File: config.mk
export PLATFORM = sky130hd
export DESIGN_NAME = quadrature_encoder_position_tracker
export DESIGN_NICKNAME = d
export VERILOG_FILES = /design/src/rtl/qept_pkg.sv /design/src/rtl/qept_lane.sv /design/src/rtl/qept_out.sv /design/src/rtl/quadrature_encoder_position_tracker.sv
export SDC_FILE = /design/constraint.sdc
export NUM_CORES = 1
export LEC_CHECK = 0
export BUFFER_PORTS_ARGS = -buffer_cell sky130_fd_sc_hd__buf_2
export CELL_PAD_IN_SITES_DETAIL_PLACEMENT = 0
export CELL_PAD_IN_SITES_GLOBAL_PLACEMENT = 1
export CORE_AREA = 5 5 173 159
export CTS_CLUSTER_DIAMETER = 50
export DETAILED_ROUTE_END_ITERATION = 8
export DIE_AREA = 0 0 178 164
export PLACE_DENSITY_LB_ADDON = 0.15
export SLEW_MARGIN = 30
export SYNTH_ARGS = -nofsm -noshare
export SYNTH_HDL_FRONTEND = slang
export SYNTH_HIERARCHICAL = 1
export SYNTH_SLANG_ARGS = --single-unit
File: constraint.sdc
create_clock -name clk -period 11.9 [get_ports clk]
set_clock_uncertainty 0.15 [all_clocks]
set_input_delay 0.595 -clock clk [delete_from_list [all_inputs] [get_ports clk]]
set_output_delay 0.595 -clock clk [all_outputs]
set_load 0.005 [all_outputs]
File: src/rtl/qept_pkg.sv
// Shared types, constants and the transition decode table for the encoder tracker.
package qept_pkg;

    // Position and configuration widths
    localparam int POS_W  = 16;
    localparam int STEP_W = 15;
    localparam int CFG_W  = 16;
    localparam int IDX_W  = 3;

    // Number of encoder lanes
    localparam int NUM_ENC = 2;

    typedef logic signed [POS_W-1:0] pos_t;
    typedef logic [STEP_W-1:0]       step_t;
    typedef logic [1:0]              pins_t;
    typedef pos_t                    pos_vec_t [NUM_ENC];
    typedef pins_t                   pins_vec_t [NUM_ENC];

    // Configuration register indexes
    typedef enum logic [IDX_W-1:0] {
        CFG_STEP_SIZE       = 3'd0,
        CFG_UPPER_LIMIT     = 3'd1,
        CFG_LOWER_LIMIT     = 3'd2,
        CFG_WRAP_VALUE_HIGH = 3'd3,
        CFG_WRAP_VALUE_LOW  = 3'd4
    } cfg_idx_t;

    // Reset values of the configuration registers
    localparam step_t RST_STEP_SIZE  = STEP_W'(1024);
    localparam pos_t  RST_UPPER      = {1'b0, {(POS_W-1){1'b1}}};
    localparam pos_t  RST_LOWER      = {1'b1, {(POS_W-1){1'b0}}};
    localparam pos_t  RST_WRAP_HIGH  = '0;
    localparam pos_t  RST_WRAP_LOW   = '0;

    // Decoded movement of one encoder
    typedef enum logic [1:0] {
        MOVE_NONE = 2'd0,
        MOVE_TCW  = 2'd1,
        MOVE_TCCW = 2'd2
    } move_t;

    // Indexed [previous state][new state], state = {A, B}
    localparam move_t MOVE_TABLE [4][4] = '{
        '{MOVE_NONE, MOVE_TCW,  MOVE_TCCW, MOVE_NONE},
        '{MOVE_TCCW, MOVE_NONE, MOVE_NONE, MOVE_TCW },
        '{MOVE_TCW,  MOVE_NONE, MOVE_NONE, MOVE_TCCW},
        '{MOVE_NONE, MOVE_TCCW, MOVE_TCW,  MOVE_NONE}
    };

    // Limits and step shared by every lane
    typedef struct packed {
        step_t step_size;
        pos_t  upper_limit;
        pos_t  lower_limit;
        pos_t  wrap_value_high;
        pos_t  wrap_value_low;
    } cfg_t;

    // Per-transaction control broadcast to the lanes
    typedef struct packed {
        logic accept;
        logic clear;
        logic primed;
    } lane_ctrl_t;

endpackage

File: src/rtl/qept_lane.sv
// One encoder lane: stored pin state, x4 decode and clamped position update.
module qept_lane
(
    input  logic                clk,
    input  logic                rst_n,
    input  qept_pkg::lane_ctrl_t ctrl,
    input  qept_pkg::cfg_t      cfg,
    input  qept_pkg::pins_t     pins,
    output qept_pkg::pos_t      count_next
);
    import qept_pkg::*;

    pins_t prev_pins_reg;
    pins_t prev_pins_next;
    pos_t  count_reg;
    move_t move;

    logic signed [POS_W:0] sum_up;
    logic signed [POS_W:0] sum_down;
    logic signed [POS_W:0] upper_wide;
    logic signed [POS_W:0] lower_wide;
    pos_t                  pos_up;
    pos_t                  pos_down;

    // Decode the transition from the stored state
    assign move = MOVE_TABLE[prev_pins_reg][pins];

    // Widened add and subtract so the clamp never sees an overflow
    assign sum_up   = $signed({count_reg[POS_W-1], count_reg})
                      + $signed({2'b00, cfg.step_size});
    assign sum_down = $signed({count_reg[POS_W-1], count_reg})
                      - $signed({2'b00, cfg.step_size});

    // Sign-extended limits for the signed clamp compares
    assign upper_wide = $signed({cfg.upper_limit[POS_W-1], cfg.upper_limit});
    assign lower_wide = $signed({cfg.lower_limit[POS_W-1], cfg.lower_limit});

    // Upward move: wrap load at the limit, otherwise saturate
    always_comb
    begin
        if (count_reg >= cfg.upper_limit)
        begin
            pos_up = cfg.wrap_value_high;
        end
        else if (sum_up > upper_wide)
        begin
            pos_up = cfg.upper_limit;
        end
        else
        begin
            pos_up = sum_up[POS_W-1:0];
        end
    end

    // Downward move mirrors the upward one
    always_comb
    begin
        if (count_reg <= cfg.lower_limit)
        begin
            pos_down = cfg.wrap_value_low;
        end
        else if (sum_down < lower_wide)
        begin
            pos_down = cfg.lower_limit;
        end
        else
        begin
            pos_down = sum_down[POS_W-1:0];
        end
    end

    // Next state; inverted sense: table counter-clockwise counts up
    always_comb
    begin
        count_next     = count_reg;
        prev_pins_next = prev_pins_reg;
        if (ctrl.accept)
        begin
            if (ctrl.clear)
            begin
                count_next = '0;
            end
            else
            begin
                prev_pins_next = pins;
                if (ctrl.primed)
                begin
                    case (move)
                        MOVE_TCCW: count_next = pos_up;
                        MOVE_TCW:  count_next = pos_down;
                        default:   count_next = count_reg;
                    endcase
                end
            end
        end
    end

    // Lane state
    always_ff @(posedge clk or negedge rst_n)
    begin
        if (!rst_n)
        begin
            prev_pins_reg <= '0;
            count_reg     <= '0;
        end
        else
        begin
            prev_pins_reg <= prev_pins_next;
            count_reg     <= count_next;
        end
    end

endmodule

File: src/rtl/qept_out.sv
// Output stage: merges the lane positions into one registered result transaction.
module qept_out
(
    input  logic               clk,
    input  logic               rst_n,
    input  logic               load,
    input  qept_pkg::pos_vec_t pos_in,
    input  logic               out_stall,
    output logic               out_valid,
    output qept_pkg::pos_vec_t pos_out,
    output logic               busy
);
    import qept_pkg::*;

    logic     out_valid_reg;
    pos_vec_t pos_reg;

    // A waiting, stalled result blocks the next transaction
    assign busy      = out_valid_reg && out_stall;
    assign out_valid = out_valid_reg;
    assign pos_out   = pos_reg;

    // Valid flag
    always_ff @(posedge clk or negedge rst_n)
    begin
        if (!rst_n)
        begin
            out_valid_reg <= 1'b0;
        end
        else if (load)
        begin
            out_valid_reg <= 1'b1;
        end
        else if (!out_stall)
        begin
            out_valid_reg <= 1'b0;
        end
    end

    // Position payload
    always_ff @(posedge clk)
    begin
        if (load)
        begin
            pos_reg <= pos_in;
        end
    end

endmodule

File: src/rtl/quadrature_encoder_position_tracker.sv
// Top level of the two-encoder x4 quadrature position tracker.
// Takes one transaction of pin samples per clock and returns one transaction
// with both positions, registered, in the cycle after acceptance; a new sample is
// accepted every cycle unless a finished result is held stalled at the output.
// Both encoders are decoded and updated in parallel lanes.
// The first non-clear sample after reset only loads the stored pin states.
// Configuration writes take effect on the next clock and should be made idle.
module quadrature_encoder_position_tracker
(
    input  logic                          clk,
    input  logic                          rst_n,
    input  logic                          cfg_write,
    input  logic [qept_pkg::IDX_W-1:0]    cfg_index,
    input  logic [qept_pkg::CFG_W-1:0]    cfg_data,
    input  logic                          in_valid,
    output logic                          in_stall,
    input  logic                          x_pin_a,
    input  logic                          x_pin_b,
    input  logic                          y_pin_a,
    input  logic                          y_pin_b,
    input  logic                          clear_positions,
    output logic                          out_valid,
    input  logic                          out_stall,
    output logic signed [qept_pkg::POS_W-1:0] x_position,
    output logic signed [qept_pkg::POS_W-1:0] y_position
);
    import qept_pkg::*;

    cfg_t       cfg_reg;
    logic       primed_reg;
    logic       accept;
    logic       busy;
    lane_ctrl_t ctrl;
    pins_vec_t  pins;
    pos_vec_t   count_next;
    pos_vec_t   pos_out;

    // Handshake
    assign in_stall = busy;
    assign accept   = in_valid && !busy;

    assign ctrl.accept = accept;
    assign ctrl.clear  = clear_positions;
    assign ctrl.primed = primed_reg;

    assign pins[0] = {x_pin_a, x_pin_b};
    assign pins[1] = {y_pin_a, y_pin_b};

    // Configuration registers
    always_ff @(posedge clk or negedge rst_n)
    begin
        if (!rst_n)
        begin
            cfg_reg.step_size       <= RST_STEP_SIZE;
            cfg_reg.upper_limit     <= RST_UPPER;
            cfg_reg.lower_limit     <= RST_LOWER;
            cfg_reg.wrap_value_high <= RST_WRAP_HIGH;
            cfg_reg.wrap_value_low  <= RST_WRAP_LOW;
        end
        else if (cfg_write)
        begin
            case (cfg_idx_t'(cfg_index))
                CFG_STEP_SIZE:       cfg_reg.step_size       <= cfg_data[STEP_W-1:0];
                CFG_UPPER_LIMIT:     cfg_reg.upper_limit     <= cfg_data;
                CFG_LOWER_LIMIT:     cfg_reg.lower_limit     <= cfg_data;
                CFG_WRAP_VALUE_HIGH: cfg_reg.wrap_value_high <= cfg_data;
                CFG_WRAP_VALUE_LOW:  cfg_reg.wrap_value_low  <= cfg_data;
                default:             cfg_reg                 <= cfg_reg;
            endcase
        end
    end

    // Primed after the first non-clear sample
    always_ff @(posedge clk or negedge rst_n)
    begin
        if (!rst_n)
        begin
            primed_reg <= 1'b0;
        end
        else if (accept && !clear_positions)
        begin
            primed_reg <= 1'b1;
        end
    end

    // Encoder lanes
    for (genvar e = 0; e < NUM_ENC; e++)
    begin : g_lane
        qept_lane u_lane
        (
            .clk        (clk),
            .rst_n      (rst_n),
            .ctrl       (ctrl),
            .cfg        (cfg_reg),
            .pins       (pins[e]),
            .count_next (count_next[e])
        );
    end

    // Merge into the output register
    qept_out u_out
    (
        .clk       (clk),
        .rst_n     (rst_n),
        .load      (accept),
        .pos_in    (count_next),
        .out_stall (out_stall),
        .out_valid (out_valid),
        .pos_out   (pos_out),
        .busy      (busy)
    );

    assign x_position = pos_out[0];
    assign y_position = pos_out[1];

`ifndef SYNTHESIS
    // A clear transaction always yields zero positions
    a_clear_zero: assert property (@(posedge clk) disable iff (!rst_n)
        (in_valid && !in_stall && clear_positions)
            |=> (out_valid && x_position == '0 && y_position == '0))
        else $error("clear did not produce zero positions");

    // Every accepted transaction produces a result next cycle
    a_accept_result: assert property (@(posedge clk) disable iff (!rst_n)
        (in_valid && !in_stall) |=> out_valid)
        else $error("accepted transaction produced no result");

    // Input is only held off by a waiting result
    a_stall_cause: assert property (@(posedge clk) disable iff (!rst_n)
        in_stall |-> (out_valid && out_stall))
        else $error("input stalled with no result waiting");

    // Once primed, the tracker stays primed until reset
    a_primed_hold: assert property (@(posedge clk) disable iff (!rst_n)
        !$fell(primed_reg))
        else $error("primed flag dropped");
`endif

endmodule

==> impl_metrics.env <==
export IMPL_drive_gt1_share_pct=15.9
export IMPL_synth_cell_type_count=92
export IMPL_synth_edf_count=32
export IMPL_grt_pass1_vias=11056
export IMPL_maxCapViolations=0
export IMPL_hpwl_um=34800
export IMPL_synth_top_family_by_area="compound AO/OA/AOI/OAI gates"
export IMPL_min_period_ns=6.46
export IMPL_areaGrowthSynthToFinish_pct=9.28
export IMPL_dieArea_um2=29200
export IMPL_ys_ff_latch=149
export IMPL_leakagePower_uw=0.00691
export IMPL_ys_flop_type="dfrtp_1"
export IMPL_hold_end="u_out/out_valid$_DFFE_PN0P_"
export IMPL_drt_first_pass_iters=9
export IMPL_synth_async_sr_flop_share_pct=78.5
export IMPL_port_buffer_count=62
export IMPL_outcome="finished clean"
export IMPL_netlist_instances=1434
export IMPL_cts_root_buf="clkbuf_16"
export IMPL_syn_area_um2=13500
export IMPL_largest_reg_flops=79
export IMPL_tightest_slew_ns=1.00
export IMPL_reg2reg_slack_ns=5.44
export IMPL_switching_share_pct=48.7
export IMPL_synth_compound_area_share_pct=19.6
export IMPL_grt_overflow_total=0
export IMPL_synthTopCellsByArea="dfrtp_1 19%, ha_1 18%, edfxtp_1 7.1%"
export IMPL_wl_um=44000
export IMPL_cts_tree="done"
export IMPL_required_ns=11.92
export IMPL_max_freq_ghz=0.155
export IMPL_yosysSeqAreaShare_pct=28.9
export IMPL_die_w_um=178
export IMPL_postSynthAreaPerCell_um2=9.43
export IMPL_hp_start="out_stall"
export IMPL_r2r_start="cfg_reg[74]$_DFFE_PN1P_"
export IMPL_r2r_end="u_out/pos_out[12]$_DFFE_PP_"
export IMPL_cts_setup_buffers=0
export IMPL_cts_resized=0
export IMPL_place_congestion=0.936
export IMPL_cp_max_fo=14
export IMPL_via_count=11586
export IMPL_clock_sinks=149
export IMPL_endpoint_kind="flip-flop"
export IMPL_fin_crit_sh_pct=54.3
export IMPL_ff2ff_path_depth=18
export IMPL_ant_nets=0
export IMPL_synthAdderAreaFrac_pct=18.5
export IMPL_final_common_cell="ha_1"
export IMPL_cts_buffers=17
export IMPL_p_clk_share_pct=15.6
export IMPL_muxShareOfSynthArea_pct=10.7
export IMPL_maxSlewViolCount=0
export IMPL_final_core_util_pct=57.8
export IMPL_avgViaCountPerCell=6.31
export IMPL_cts_max_level=4
export IMPL_switchingPower_uw=1760
export IMPL_diodes=0
export IMPL_final_cell_mix="194 x ha_1, 131 x inv_1, 100 x dfrtp_1, 97 x a21oi_1, 79 x nor2_1"
export IMPL_power_frac_seq_pct=22.4
export IMPL_min_path_cells=2
export IMPL_hold_viol_final=0
export IMPL_num_rows=56
export IMPL_cp_arrival_ns=6.48
export IMPL_clock_latency_ns=0.43
export IMPL_holdBufCountCts=1
export IMPL_synth_xor_area_share_pct=3.24
export IMPL_pin_count=63
export IMPL_synth_top_area_cell="dfrtp_1"
export IMPL_clockBufferDepth=2
export IMPL_clk_pin_slew_ns=0.07
export IMPL_power_density_nw_per_um2=245
export IMPL_finalSetupTns_ns=0
export IMPL_final_nets=1702
export IMPL_antenna_found_initial=1
export IMPL_final_area_um2=14800
export IMPL_grtUsageTotal_pct=30.2
export IMPL_start_util_pct=52.9
export IMPL_wl_per_cell_um=24.0
export IMPL_grt_max_degree=82
export IMPL_grt_pass1_wl_um=66800
export IMPL_drc_errors=0
export IMPL_critical_path_class="reg -> reg"
export IMPL_combPwrFrac_pct=62.0
export IMPL_relSlewSlack_pct=32.5
export IMPL_setup_violations_final=0
export IMPL_syn_nets=1661
export IMPL_p_int_uw=1860
export IMPL_coreArea_um2=25600
export IMPL_dpl_instance_area_um2=14100
export IMPL_ys_warn_count=6
export IMPL_irDropWorstVdd_v=0.000109
export IMPL_drtIter0Drc=1230
export IMPL_rsz0062_at_grt="false"
export IMPL_cp_start_kind="flip-flop"
export IMPL_synth_top_area_share_pct=18.5
export IMPL_die_h_um=164
export IMPL_synthSimpleGateAreaFrac_pct=13.4
export IMPL_min_path_type="in -> reg"
-- final cells by class --
type	instances	area (um^2)
Inverter	133	499
Timing Repair Buffer	73	409
Clock inverter	11	125
Fill cell	2300	10800
Tap cell	348	435
Multi-Input combinational cell	1101	8900
Sequential cell	149	3910
Clock buffer	21	493
-- worst max-delay path: stages, from the launching register on --
cell	delay [ns]
dfstp_2	0.59
inv_1	0.06
ha_1	0.44
or4_1	0.63
nor2_1	0.12
nand3_1	0.11
o211ai_1	0.16
a21oi_1	0.11
o21bai_1	0.30
a21oi_1	0.14
ha_1	0.51
and3_1	0.22
nand4_1	0.13
or4_1	0.68
and3_1	0.26
nor3_4	0.63
nor3_1	0.28
a221o_1	0.42
o221a_2	0.26
-- synthesized netlist by cell type (8+ instances only) --
library cell and count:
a211o_1 14, a211oi_1 19, a21o_1 27, a21oi_1 97
a221oi_1 15, a31oi_1 19, and2_1 10, and3_1 14
clkbuf_1 35, dfrtp_1 100, dfstp_2 17, edfxtp_1 32
ha_1 194, inv_1 131, mux2_1 9, mux2_2 70
mux2_4 20, mux2i_1 24, nand2_1 74, nand2b_1 17
nand3_1 31, nand4_1 21, nor2_1 79, nor2b_1 23
nor3_1 24, o211ai_1 22, o21a_1 14, o21ai_0 51
o21bai_1 12, o221ai_1 8, or3_1 8, xnor2_1 36
xor2_1 14
-- logic make-up (layout without fill, tap and decap cells) --
| logic type | after synthesis | after routing |
|---|---|---|
| AOI/OAI and AO/OA | 384 | 384 |
| and+or+nand+nor | 345 | 345 |
| adders and majority gates | 198 | 198 |
| buffers and inverters | 184 | 238 |
| DFF | 149 | 149 |
| muxes | 124 | 124 |
| xor gates and xnor gates | 50 | 50 |
-- power by group through the flow --
stage | logic, uW | clock network, uW | registers, uW
after detailed placement | 2160 | 0 | 820
after global placement | 2150 | 0 | 819
after floorplan | 1590 | 0 | 738
final | 2240 | 566 | 811
after global routing | 2460 | 597 | 822
after CTS | 2180 | 571 | 812
-- metrics by stage --
step	instances	hold WS [ns]	power (uW)	setup WS (ns)
after detailed placement	1802	0.338	2980	5.31
final	1836	0.226	3620	5.44
after CTS	1835	0.216	3570	5.28
after floorplan	1434	0.149	2330	6.54
after global placement	1801	0.326	2960	5.51
after global routing	1836	0.219	3880	5.26
-- how the worst max path moves through the flow --
stage	from	to
2_1_floorplan	cfg_reg[74]$_DFFE_PN1P_	u_out/pos_out[2]$_DFFE_PP_
3_3_place_gp	cfg_reg[74]$_DFFE_PN1P_	u_out/pos_out[12]$_DFFE_PP_
3_5_place_dp	cfg_reg[74]$_DFFE_PN1P_	u_out/pos_out[12]$_DFFE_PP_
4_1_cts	cfg_reg[74]$_DFFE_PN1P_	u_out/pos_out[12]$_DFFE_PP_
5_1_grt	cfg_reg[74]$_DFFE_PN1P_	u_out/pos_out[12]$_DFFE_PP_
6_report	cfg_reg[74]$_DFFE_PN1P_	u_out/pos_out[12]$_DFFE_PP_
-- metal layers --
layer	global-route usage, %	part of all wire [%]
met5	0	0
met4	8.15	2.5
met3	4.33	6.9
met2	46.7	44
met1	44.4	47
Note: power is estimated with default switching activity, not from simulation.
